--- src/hw/rtl/ifmt_pkg.sv ---
// Package for the integer field formatter: conversion codes, prefix codes,
// character constants, controller states and the command and status structs.
// Depends on nothing.
`default_nettype none

package ifmt_pkg;

   localparam logic [2:0] ACT_SIGNED_DEC = 3'd0;
   localparam logic [2:0] ACT_UNSIGNED_DEC = 3'd1;
   localparam logic [2:0] ACT_LOWER_HEX = 3'd2;
   localparam logic [2:0] ACT_UPPER_HEX = 3'd3;
   localparam logic [2:0] ACT_POINTER = 3'd4;

   localparam logic [1:0] PFX_NONE = 2'd0;
   localparam logic [1:0] PFX_MINUS = 2'd1;
   localparam logic [1:0] PFX_HEX = 2'd2;

   localparam logic [7:0] CH_SPACE = 8'h20;
   localparam logic [7:0] CH_MINUS = 8'h2d;
   localparam logic [7:0] CH_ZERO = 8'h30;
   localparam logic [7:0] CH_X = 8'h78;
   localparam logic [7:0] CH_UPPER_BASE = 8'h37;
   localparam logic [7:0] CH_LOWER_BASE = 8'h57;

   typedef enum logic [2:0] {
      ST_IDLE,
      ST_CONVERT,
      ST_MEASURE,
      ST_PLAN,
      ST_EMIT
   } state_type;

   typedef struct packed {
      logic load;
      logic convert;
      logic measure;
      logic plan;
      logic emit;
   } cmd_type;

   typedef struct packed {
      logic is_hex;
      logic conv_done;
      logic emit_done;
   } status_type;

endpackage

`default_nettype wire

--- src/hw/rtl/ifmt_ctrl.sv ---
// Controller state machine of the integer field formatter.
// Depends on ifmt_pkg for the state type and the command and status structs.
`default_nettype none

module ifmt_ctrl
   import ifmt_pkg::*;
(
   input  wire logic       clock,
   input  wire logic       reset,
   input  wire logic       req_valid,
   output logic            req_stall,
   input  wire status_type status,
   output cmd_type         cmd
);

   state_type state_ff;
   state_type state_in;

   always_ff @(posedge clock) begin
      if (reset) begin
         state_ff <= ST_IDLE;
      end else begin
         state_ff <= state_in;
      end
   end

   always_comb begin
      state_in = state_ff;
      unique case (state_ff)
         ST_IDLE: begin
            if (req_valid) begin
               state_in = ST_CONVERT;
            end
         end
         ST_CONVERT: begin
            if (status.is_hex || status.conv_done) begin
               state_in = ST_MEASURE;
            end
         end
         ST_MEASURE: begin
            state_in = ST_PLAN;
         end
         ST_PLAN: begin
            state_in = ST_EMIT;
         end
         ST_EMIT: begin
            if (status.emit_done) begin
               state_in = ST_IDLE;
            end
         end
         default: begin
            state_in = ST_IDLE;
         end
      endcase
   end

   always_comb begin
      cmd = '0;
      req_stall = 1'b1;
      unique case (state_ff)
         ST_IDLE: begin
            req_stall = 1'b0;
            cmd.load = req_valid;
         end
         ST_CONVERT: begin
            cmd.convert = !status.is_hex;
         end
         ST_MEASURE: begin
            cmd.measure = 1'b1;
         end
         ST_PLAN: begin
            cmd.plan = 1'b1;
         end
         ST_EMIT: begin
            cmd.emit = !status.emit_done;
         end
         default: begin
            req_stall = 1'b1;
         end
      endcase
   end

endmodule

`default_nettype wire

--- src/hw/rtl/ifmt_datapath.sv ---
// Datapath of the integer field formatter: operand capture, binary to BCD
// conversion, digit count, field layout and the character output register.
// Depends on ifmt_pkg for codes, characters and the command and status structs.
`default_nettype none

module ifmt_datapath
   import ifmt_pkg::*;
#(
   parameter int MAX_FIELD = 62
)
(
   input  wire logic        clock,
   input  wire logic        reset,
   input  wire cmd_type     cmd,
   output status_type       status,
   input  wire logic [2:0]  req_action,
   input  wire logic [63:0] req_value,
   input  wire logic [5:0]  req_field_width,
   input  wire logic        req_precision_given,
   input  wire logic [5:0]  req_precision,
   input  wire logic        req_left_align,
   input  wire logic        req_zero_pad,
   output logic             rsp_valid,
   input  wire logic        rsp_stall,
   output logic [7:0]       rsp_out_char,
   output logic             rsp_last
);

   localparam logic [5:0] MaxField = 6'(MAX_FIELD);

   logic        is_hex_ff, is_hex_in;
   logic        upper_ff, upper_in;
   logic [1:0]  prefix_ff, prefix_in;
   logic [5:0]  width_ff, width_in;
   logic        pgiven_ff, pgiven_in;
   logic [5:0]  prec_ff, prec_in;
   logic        left_ff, left_in;
   logic        zpad_ff, zpad_in;
   logic [31:0] bin_ff, bin_in;
   logic [63:0] dig_ff, dig_in;
   logic [4:0]  iter_ff, iter_in;
   logic [4:0]  ndig_ff, ndig_in;
   logic [6:0]  b1_ff, b1_in;
   logic [6:0]  b2_ff, b2_in;
   logic [6:0]  b3_ff, b3_in;
   logic [6:0]  b4_ff, b4_in;
   logic [6:0]  total_ff, total_in;
   logic [6:0]  pos_ff, pos_in;
   logic        rsp_valid_ff, rsp_valid_in;
   logic [7:0]  rsp_char_ff, rsp_char_in;
   logic        rsp_last_ff, rsp_last_in;

   logic [31:0] low_word;
   logic        negative;
   logic [31:0] magnitude;
   logic        act_hex;
   logic [39:0] bcd_adj;
   logic [3:0]  nib;
   logic [4:0]  top_digit;
   logic [6:0]  eff_len;
   logic [6:0]  body_len;
   logic [6:0]  nd_p;
   logic [6:0]  w7;
   logic [6:0]  p7;
   logic        width_pad;
   logic [6:0]  lead_len;
   logic [6:0]  zero_len;
   logic [6:0]  trail_len;
   logic        out_free;
   logic        load_char;
   logic [6:0]  dig_pos;
   logic [3:0]  dig_val;
   logic [7:0]  emit_char;

   always_ff @(posedge clock) begin
      if (reset) begin
         rsp_valid_ff <= 1'b0;
      end else begin
         rsp_valid_ff <= rsp_valid_in;
      end
   end

   always_ff @(posedge clock) begin
      is_hex_ff   <= is_hex_in;
      upper_ff    <= upper_in;
      prefix_ff   <= prefix_in;
      width_ff    <= width_in;
      pgiven_ff   <= pgiven_in;
      prec_ff     <= prec_in;
      left_ff     <= left_in;
      zpad_ff     <= zpad_in;
      bin_ff      <= bin_in;
      dig_ff      <= dig_in;
      iter_ff     <= iter_in;
      ndig_ff     <= ndig_in;
      b1_ff       <= b1_in;
      b2_ff       <= b2_in;
      b3_ff       <= b3_in;
      b4_ff       <= b4_in;
      total_ff    <= total_in;
      pos_ff      <= pos_in;
      rsp_char_ff <= rsp_char_in;
      rsp_last_ff <= rsp_last_in;
   end

   always_comb begin
      low_word = req_value[31:0];
      negative = (req_action == ACT_SIGNED_DEC) && low_word[31];
      magnitude = negative ? (32'd0 - low_word) : low_word;
      act_hex = (req_action == ACT_LOWER_HEX) || (req_action == ACT_UPPER_HEX)
         || (req_action == ACT_POINTER);
   end

   always_comb begin
      for (int i = 0; i < 10; i++) begin
         nib = dig_ff[4 * i +: 4];
         bcd_adj[4 * i +: 4] = (nib >= 4'd5) ? (nib + 4'd3) : nib;
      end
   end

   always_comb begin
      top_digit = 5'd0;
      for (int i = 0; i < 16; i++) begin
         if (dig_ff[4 * i +: 4] != 4'd0) begin
            top_digit = 5'(i + 1);
         end
      end
   end

   always_comb begin
      p7 = {5'd0, prefix_ff};
      w7 = {1'b0, width_ff};
      eff_len = (pgiven_ff && ({1'b0, prec_ff} > {2'b00, ndig_ff}))
         ? {1'b0, prec_ff} : {2'b00, ndig_ff};
      body_len = eff_len + p7;
      nd_p = {2'b00, ndig_ff} + p7;
      width_pad = zpad_ff && !left_ff && !pgiven_ff;
      lead_len = (!left_ff && !width_pad && (body_len < w7)) ? (w7 - body_len) : 7'd0;
      trail_len = (left_ff && (body_len < w7)) ? (w7 - body_len) : 7'd0;
      priority if (width_pad && (nd_p < w7)) begin
         zero_len = w7 - nd_p;
      end else if (pgiven_ff && ({2'b00, ndig_ff} < {1'b0, prec_ff})) begin
         zero_len = {1'b0, prec_ff} - {2'b00, ndig_ff};
      end else begin
         zero_len = 7'd0;
      end
   end

   always_comb begin
      dig_pos = b4_ff - 7'd1 - pos_ff;
      dig_val = dig_ff[4 * dig_pos[3:0] +: 4];
      priority if (pos_ff < b1_ff) begin
         emit_char = CH_SPACE;
      end else if (pos_ff < b2_ff) begin
         if (prefix_ff == PFX_MINUS) begin
            emit_char = CH_MINUS;
         end else if (pos_ff == b1_ff) begin
            emit_char = CH_ZERO;
         end else begin
            emit_char = CH_X;
         end
      end else if (pos_ff < b3_ff) begin
         emit_char = CH_ZERO;
      end else if (pos_ff < b4_ff) begin
         if (dig_val < 4'd10) begin
            emit_char = CH_ZERO + {4'd0, dig_val};
         end else if (upper_ff) begin
            emit_char = CH_UPPER_BASE + {4'd0, dig_val};
         end else begin
            emit_char = CH_LOWER_BASE + {4'd0, dig_val};
         end
      end else begin
         emit_char = CH_SPACE;
      end
   end

   always_comb begin
      out_free = !rsp_valid_ff || !rsp_stall;
      load_char = cmd.emit && out_free;
   end

   always_comb begin
      is_hex_in = is_hex_ff;
      upper_in = upper_ff;
      prefix_in = prefix_ff;
      width_in = width_ff;
      pgiven_in = pgiven_ff;
      prec_in = prec_ff;
      left_in = left_ff;
      zpad_in = zpad_ff;
      bin_in = bin_ff;
      dig_in = dig_ff;
      iter_in = iter_ff;
      ndig_in = ndig_ff;
      b1_in = b1_ff;
      b2_in = b2_ff;
      b3_in = b3_ff;
      b4_in = b4_ff;
      total_in = total_ff;
      pos_in = pos_ff;
      rsp_char_in = rsp_char_ff;
      rsp_last_in = rsp_last_ff;
      rsp_valid_in = rsp_valid_ff && rsp_stall;

      if (cmd.load) begin
         is_hex_in = act_hex;
         upper_in = (req_action == ACT_UPPER_HEX);
         if (req_action == ACT_POINTER) begin
            prefix_in = PFX_HEX;
            dig_in = req_value;
         end else if (negative) begin
            prefix_in = PFX_MINUS;
            dig_in = 64'd0;
         end else begin
            prefix_in = PFX_NONE;
            dig_in = act_hex ? {32'd0, low_word} : 64'd0;
         end
         width_in = (req_field_width > MaxField) ? MaxField : req_field_width;
         prec_in = (req_precision > MaxField) ? MaxField : req_precision;
         pgiven_in = req_precision_given;
         left_in = req_left_align;
         zpad_in = req_zero_pad;
         bin_in = magnitude;
         iter_in = 5'd0;
      end

      if (cmd.convert) begin
         dig_in = {24'd0, bcd_adj[38:0], bin_ff[31]};
         bin_in = {bin_ff[30:0], 1'b0};
         iter_in = iter_ff + 5'd1;
      end

      if (cmd.measure) begin
         if ((top_digit == 5'd0) && pgiven_ff && (prec_ff == 6'd0)) begin
            ndig_in = 5'd0;
         end else if (top_digit == 5'd0) begin
            ndig_in = 5'd1;
         end else begin
            ndig_in = top_digit;
         end
      end

      if (cmd.plan) begin
         b1_in = lead_len;
         b2_in = lead_len + p7;
         b3_in = lead_len + p7 + zero_len;
         b4_in = lead_len + p7 + zero_len + {2'b00, ndig_ff};
         total_in = lead_len + p7 + zero_len + {2'b00, ndig_ff} + trail_len;
         pos_in = 7'd0;
      end

      if (load_char) begin
         rsp_char_in = emit_char;
         rsp_last_in = (pos_ff + 7'd1) == total_ff;
         rsp_valid_in = 1'b1;
         pos_in = pos_ff + 7'd1;
      end
   end

   always_comb begin
      status.is_hex = is_hex_ff;
      status.conv_done = &iter_ff;
      status.emit_done = (pos_ff == total_ff);
   end

   assign rsp_valid = rsp_valid_ff;
   assign rsp_out_char = rsp_char_ff;
   assign rsp_last = rsp_last_ff;

endmodule

`default_nettype wire

--- src/hw/rtl/integer_field_formatter.sv ---
// Integer field formatter top level: controller and datapath.
// Depends on ifmt_pkg, ifmt_ctrl and ifmt_datapath.
//
// Usage: a request on the req_ channel carries one integer, a conversion
// code and the width, precision, left-align and zero-pad options. The block
// answers with the formatted ASCII text on the rsp_ channel, one character
// per response, with rsp_last set on the final character. A request whose
// text is empty produces no responses.
// Timing: decimal conversions run a binary to BCD shifter one bit per cycle
// through the low word; hex and pointer conversions skip the shifter. Digit
// count and field layout follow in the measure and plan states, and then the
// first character is registered. Then one character leaves per cycle while
// rsp_stall is low, and after the last the controller returns to idle and
// takes the next request. req_stall is high from acceptance until the
// controller is back in idle.
// When the receiver raises rsp_stall the held character stays and emission
// pauses. Reset clears the controller and the response valid flag.
`default_nettype none

module integer_field_formatter
   import ifmt_pkg::*;
#(
   parameter int MAX_FIELD = 62
)
(
   input  wire logic        clock,
   input  wire logic        reset,
   input  wire logic        req_valid,
   output logic             req_stall,
   input  wire logic [2:0]  req_action,
   input  wire logic [63:0] req_value,
   input  wire logic [5:0]  req_field_width,
   input  wire logic        req_precision_given,
   input  wire logic [5:0]  req_precision,
   input  wire logic        req_left_align,
   input  wire logic        req_zero_pad,
   output logic             rsp_valid,
   input  wire logic        rsp_stall,
   output logic [7:0]       rsp_out_char,
   output logic             rsp_last
);

   cmd_type    cmd;
   status_type status;

   ifmt_ctrl u_ctrl (
      .clock     (clock),
      .reset     (reset),
      .req_valid (req_valid),
      .req_stall (req_stall),
      .status    (status),
      .cmd       (cmd)
   );

   ifmt_datapath #(
      .MAX_FIELD (MAX_FIELD)
   ) u_datapath (
      .clock               (clock),
      .reset               (reset),
      .cmd                 (cmd),
      .status              (status),
      .req_action          (req_action),
      .req_value           (req_value),
      .req_field_width     (req_field_width),
      .req_precision_given (req_precision_given),
      .req_precision       (req_precision),
      .req_left_align      (req_left_align),
      .req_zero_pad        (req_zero_pad),
      .rsp_valid           (rsp_valid),
      .rsp_stall           (rsp_stall),
      .rsp_out_char        (rsp_out_char),
      .rsp_last            (rsp_last)
   );

endmodule

`default_nettype wire

--- config.mk ---
export PLATFORM = sky130hd
export DESIGN_NAME = integer_field_formatter
export DESIGN_NICKNAME = d
export VERILOG_FILES = /design/src/hw/rtl/ifmt_pkg.sv /design/src/hw/rtl/ifmt_ctrl.sv /design/src/hw/rtl/ifmt_datapath.sv /design/src/hw/rtl/integer_field_formatter.sv
export SDC_FILE = /design/constraint.sdc
export NUM_CORES = 1
export LEC_CHECK = 0
export ABC_AREA = 1
export BUFFER_PORTS_ARGS = -buffer_cell sky130_fd_sc_hd__buf_2
export CAP_MARGIN = 20
export CORE_UTILIZATION = 47
export DETAILED_ROUTE_END_ITERATION = 10
export PLACE_DENSITY = 0.7
export SLEW_MARGIN = 20
export SYNTH_ARGS = -nofsm -noshare
export SYNTH_HDL_FRONTEND = slang
export SYNTH_HIERARCHICAL = 1
export SYNTH_SLANG_ARGS = --single-unit
--- constraint.sdc ---
create_clock -name clock -period 20.4 [get_ports clock]
set_input_delay 1.02 -clock clock [delete_from_list [all_inputs] [get_ports clock]]
set_output_delay 1.02 -clock clock [all_outputs]
set_load 0.01 [all_outputs]
==> results.toml, run 1 <==
[status]
status = "finished, final reports clean"

[clock_network]
ctsHoldBuffers = 0
clk_path_buf_depth = 2
clock-root-buffer = "clkbuf_16"
cts_resized = 0
cts_tree = "built"
htree_num_levels = 4
clkSinkCount = 179
clk_latency_ns = 0.45
postCtsSetupBuffers = 0
clk_pin_slew_ns = 0.07
cts_buffers = 17

[sta]
report.final.hold_viol_count = 0
fin_crit_sh = 0.394
min_period_ns = 8.04
setup_violations = 0
maxSlewViolCount = 0
fmax_mhz = 124
fin_tns_setup_ns = 0
worst_pin_slew_ns = 0.860
skew_ns = 0.0141
max_slew_margin = 0.425
rsz0062_at_grt = "no"

[detailed_routing]
postRouteAntennaNets = 0
drt_first_pass_iters = 5
via_per_inst = 5.46
avgRoutedWirePerCell_um = 15.8
vias = 10308
drt_iter0_markers = 902
drc_errors = 0
routed_wl_mm = 29.8

[finish]
drive_gt1_frac = 0.120
final_cells = 1887
fin_nets = 1733
diodes = 0
area_delta_synth_final_pct = 11.0

[floorplanning]
io_pins = 97
core_mm2 = 0.0254
num_rows = 58
start_util = 0.483
dieWidth_um = 164
die-height_um = 164
die_area_mm2 = 0.0268

[flow_run]
cap_violations = 0

[critical_path]
critPathLaunchType = "register"
reg2reg_slack_ns = 12.36
arrival_ns = 8.24
path_max_fanout = 13
max_stage_delay_ns = 0.47
slowest_stage = "edfxtp_1"
cp.required_ns = 20.60
crit_type = "reg -> reg"
worstSetupEndpointType = "register"

[yosys]
synth_top_cell_area_share = 0.367
synth-seq-area-share = 0.414
synth_edf_count = 150
ys_seq_elements = 179
synthCells = 1470
yosys-top-cells-area = "edfxtp_1 37%, ha_1 9.5%, nand2_1 7.2%, inv_1 6.3%, o21ai_0 5.4%"
synth_top_cell_by_area = "edfxtp_1"
yosysUniqueCellTypes = 61
syn_area_per_cell_um2 = 8.35
ys_async_sr_fraction = 0
ys.flop_type = "edfxtp_1"
syn-num-nets = 1659
yosysWarnings = 6
synth.cell_area_mm2 = 0.0123

[global_routing]
gr-total-overflow = 0
grt_pass1_wl_mm = 48.6
grt_antenna_before_repair = 0
grt_start_max_net_pins = 87
first_global_vias = 9650
grt_use_total = 0.231

[power_and_ir_drop]
power_density_mw_per_mm2 = 95.7
ir_drop_mv = 0.0533
leakage_nw = 6.08

[placement]
post-place-cells = 1855
io_buffers = 95
place_hpwl_mm = 22.0
place_congestion = 0.888

[worst_hold_path]
hold_path.class = "reg -> reg"
-- power by group --
part | switching [mW] | total [mW] | internal, mW
clock | 0.151 | 0.318 | 0.166
combinational | 0.306 | 0.475 | 0.169
sequential | 0.0329 | 0.510 | 0.477
total | 0.490 | 1.30 | 0.813
-- Yosys cell counts (3+ instances only) --
master and instances:
edfxtp_1 150, dfxtp_1 29, o31ai_1 5, clkbuf_1 42, fa_1 10, xnor2_1 17
o21ai_1 17, nand3_2 3, inv_2 11, o21bai_1 3, or2_2 5, xor2_1 51
o21ai_0 132, o2111ai_1 5, nand2_1 234, nor4_1 11, o32ai_1 4, nor2_1 124
ha_1 93, o21a_1 4, inv_1 207, nand2_2 6, nand4_1 9, a31oi_1 7
and2_1 3, o22ai_1 10, nor3_1 13, nor2_2 8, a32o_1 16, a21oi_1 102
nand3_1 97
-- worst paths after layout --
path,start,end,depth (start not counted)
setup / recovery,u_datapath/ndig_ff[3],u_datapath/total_ff[6],44
hold / removal,u_datapath/dig_ff[60],u_datapath/dig_ff[60],2
setup reg to reg,u_datapath/ndig_ff[3],u_datapath/total_ff[6],44
hold reg to reg,u_datapath/dig_ff[60],u_datapath/dig_ff[60],2
-- area by class of cell --
cell class	count	area, µm²
clock buffers	20	459
clock inverters	12	93.8
fillers	2341	11800
inverters	222	855
multi-input cells	1021	6180
flip-flops and latches	179	5080
well taps	330	413
repair buffers	103	536
-- stage by stage --
step / total power [mW] / setup slack, ns / cell area [µm²] / utilization / hold WS (ns)
6_report: 1.30 / 12.36 / 13600 / 0.536 / 0.493
5_1_grt: 1.39 / 11.68 / 13600 / 0.536 / 0.513
4_1_cts: 1.31 / 12.39 / 13600 / 0.536 / 0.491
3_5_place_dp: 0.986 / 12.55 / 13100 / 0.514 / 0.481
3_3_place_gp: 0.969 / 12.81 / 13100 / 0.514 / 0.474
2_1_floorplan: 0.864 / 13.41 / 12300 / - / 0.457
-- logic make-up (layout without fill, tap and decap cells) --
kind of cell	after synthesis	count (layout)	share of synthesized area
flops	179	179	0.414
other cells	1	1	0.000306
compound gates	322	322	0.150
simple gates	525	525	0.188
xor+xnor	70	70	0.0512
fa+ha+maj	103	103	0.111
buf+inv	270	357	0.0857
-- sequential cells by signal, indices dropped and copies added, names as in the netlist, 2 cells and up --
| register | flops |
|---|---|
| u_datapath/dig_ff | 64 |
| u_datapath/bin_ff | 32 |
| u_datapath/b1_ff | 7 |
| u_datapath/b2_ff | 7 |
| u_datapath/b3_ff | 7 |
| u_datapath/b4_ff | 7 |
| u_datapath/pos_ff | 7 |
| u_datapath/rsp_out_char | 7 |
| u_datapath/total_ff | 7 |
| u_datapath/prec_ff | 6 |
| u_datapath/width_ff | 6 |
| u_datapath/iter_ff | 5 |
| u_datapath/ndig_ff | 5 |
| u_ctrl/state_ff | 3 |
| u_datapath/prefix_ff | 2 |
-- worst max-delay path: cells and delay by family (launching register included) --
kind	cells	cell delay, ns
DFF	1	0.47
buffers and inverters	7	0.55
xor gates and xnor gates	5	0.90
and+or+nand+nor	16	1.69
adders and majority gates	9	2.77
AOI/OAI and AO/OA	7	1.42
-- cell usage in the layout (no fill, tap or decap), types with 4 or more instances in the layout --
master and count:
nand2_1 233, inv_1 207, edfxtp_1 150, o21ai_0 132, nor2_1 122, a21oi_1 102
nand3_1 97, buf_2 95, ha_1 93, xor2_1 51, dfxtp_1 29, clkbuf_16 18
xnor2_1 17, o21ai_1 17, a32o_1 16, inv_2 11, nor3_1 11, nor4_1 11
o22ai_1 10, fa_1 10, nand4_1 9, nor2_2 8, buf_4 8, a31oi_1 7
nand2_2 6, inv_6 5, or2_2 5, o2111ai_1 5, o31ai_1 5, nor3_2 4
o32ai_1 4, o21a_1 4
-- per-layer routing --
| metal | routed length, µm | track usage | vias up | share of wire |
|---|---|---|---|---|
| li1 | - | - | 5160 | - |
| met1 | 13900 | 0.324 | 4762 | 0.47 |
| met2 | 13500 | 0.369 | 333 | 0.45 |
| met3 | 1690 | 0.0328 | 53 | 0.057 |
| met4 | 650 | 0.0724 | 0 | 0.022 |
| met5 | 0 | 0 | - | 0 |
(Power assumes the default switching activity.)
==> run 2, diff against run 1 <==
clock period = 7.6 ns   (was 20.4 ns; I/O delays follow)
==> results.toml, run 2 (synthesized netlist as in run 1, its figures left out) <==
[status]
status = "finished, final reports clean"

[sta]
fin_crit_sh = 0.920
worst_pin_slew_ns = 0.806
setup_violations = 0
min_period_ns = 6.99
maxSlewViolCount = 0
report.final.hold_viol_count = 0
setup_ws_ns = 0.607
rsz0062_at_grt = "no"
fmax_mhz = 143
skew_ns = 0.0153
fin_tns_setup_ns = 0
max_slew_margin = 0.461

[worst_hold_path]
hold_path.class = "in -> reg"
hold_path_startpoint = "req_left_align"

[global_routing]
grt_start_max_net_pins = 87
grt_use_total = 0.225
first_global_vias = 9530
grt_antenna_before_repair = 0
grt_pass1_wl_mm = 47.3
gr-total-overflow = 0

[critical_path]
max_stage_delay_ns = 0.63
slowest_stage = "fa_2"
cp.required_ns = 7.80
arrival_ns = 7.19
path_max_fanout = 5
r2r_end = "u_datapath/total_ff[6]"
crit_path_end = "u_datapath/total_ff[6]"
worstSetupEndpointType = "register"
r2r-start = "u_datapath/ndig_ff[2]"
reg2reg_slack_ns = 0.61
critPathLaunchType = "register"
crit_type = "reg -> reg"
r2r_cells = 37
startpoint = "u_datapath/ndig_ff[2]"
cp_common_cell = "nand2_1"

[flow_run]
cap_violations = 0

[floorplanning]
io_pins = 97
die_area_mm2 = 0.0268
die-height_um = 164
start_util = 0.483
core_mm2 = 0.0254
num_rows = 58
dieWidth_um = 164

[detailed_routing]
vias = 10255
drt_iter0_markers = 740
routed_wl_mm = 29.2
via_per_inst = 5.41
avgRoutedWirePerCell_um = 15.4
drc_errors = 0
postRouteAntennaNets = 0
drt_first_pass_iters = 5

[placement]
io_buffers = 95
place_hpwl_mm = 22.0
placed_area_mm2 = 0.0131
place_ws_ns = 0.156
post-place-cells = 1858
place_congestion = 0.900

[clock_network]
clk_latency_ns = 0.44
cts_buffers = 17
clk_path_buf_depth = 2
htree_num_levels = 4
clkSinkCount = 179
clock-root-buffer = "clkbuf_16"
cts_tree = "built"
ctsHoldBuffers = 0
clk_pin_slew_ns = 0.07

[finish]
design_area_mm2 = 0.0138
largest_reg_flops = 64
diodes = 0
reg.largest.list = "u_datapath/dig_ff: 64 flops, u_datapath/bin_ff: 32 flops"
final_cell_mix = "233 x nand2_1, 205 x inv_1, 150 x edfxtp_1"
final_cells = 1896
area_delta_synth_final_pct = 12.8
fin_nets = 1742
fin_util = 0.545
regMostFlops = "u_datapath/dig_ff"
final_common_cell = "nand2_1"
drive_gt1_frac = 0.139

[power_and_ir_drop]
power_density_mw_per_mm2 = 259
leakage_nw = 6.11
ir_drop_mv = 0.135
## run 2: changes by cell type in the layout (fill, tap and decap cells not counted), moves of 3 or more
cell	delta
buf_4	+9
fa_1	-3
fa_2	+3
ha_1	-7
ha_4	+5
inv_8	+3
nor2_1	-3
nor2_4	+3
## run 2: final cells by class
cell class | count | area, µm²
inverter | 222 | 855
sequential | 179 | 5080
clock buffer | 17 | 425
multi-input combinational | 1021 | 6320
fill | 2311 | 11600
clock inverter | 15 | 139
timing repair buffer | 112 | 603
tap | 330 | 413
## run 2: worst min path at each step
stage | endpoint | slack [ns] | cells past startpoint
2_1_floorplan | u_ctrl/state_ff[2] | 0.45 | 1
3_3_place_gp | u_datapath/dig_ff[60] | 0.47 | 2
3_5_place_dp | u_datapath/dig_ff[44] | 0.48 | 2
4_1_cts | u_datapath/pgiven_ff | 0.10 | 1
5_1_grt | u_datapath/pgiven_ff | 0.10 | 1
6_report | u_datapath/left_ff | 0.12 | 1
## run 2: metal layers
layer  share of wire  wire length (µm)  GRT usage  vias to the layer above
li1                -                 -          -                     5153
met1            0.47             13600      0.309                     4735
met2            0.45             13200      0.357                      314
met3           0.059              1730     0.0383                       51
met4           0.020               595     0.0703                        2
met5          0.0024                69     0.0208                        -
## run 2: power by group
group          switching, mW  internal (mW)  total [mW]
clock                  0.429          0.435       0.864
combinational          0.845          0.503        1.35
sequential            0.0862           1.28        1.37
total                   1.36           2.22        3.58
## run 2: stage by stage
| step | hold slack, ns | power, mW |
|---|---|---|
| after floorplan | 0.449 | 2.32 |
| after global placement | 0.473 | 2.60 |
| after detailed placement | 0.479 | 2.64 |
| after CTS | 0.103 | 3.50 |
| after global routing | 0.101 | 3.82 |
| final | 0.117 | 3.58 |
## run 2: worst max-delay path, delay by kind of cell, from the launching register on
family / cells / cell delay, ns
buf+inv: 5 / 0.36
flops: 1 / 0.45
compound gates: 5 / 0.61
fa+ha+maj: 9 / 3.32
simple gates: 16 / 1.74
xor+xnor: 2 / 0.29
## run 2: repair_timing
action                                  in CTS  in global routing
endpoints found under the setup margin       0                  4
resized for setup                            0                 30
setup buffers                                0                  6
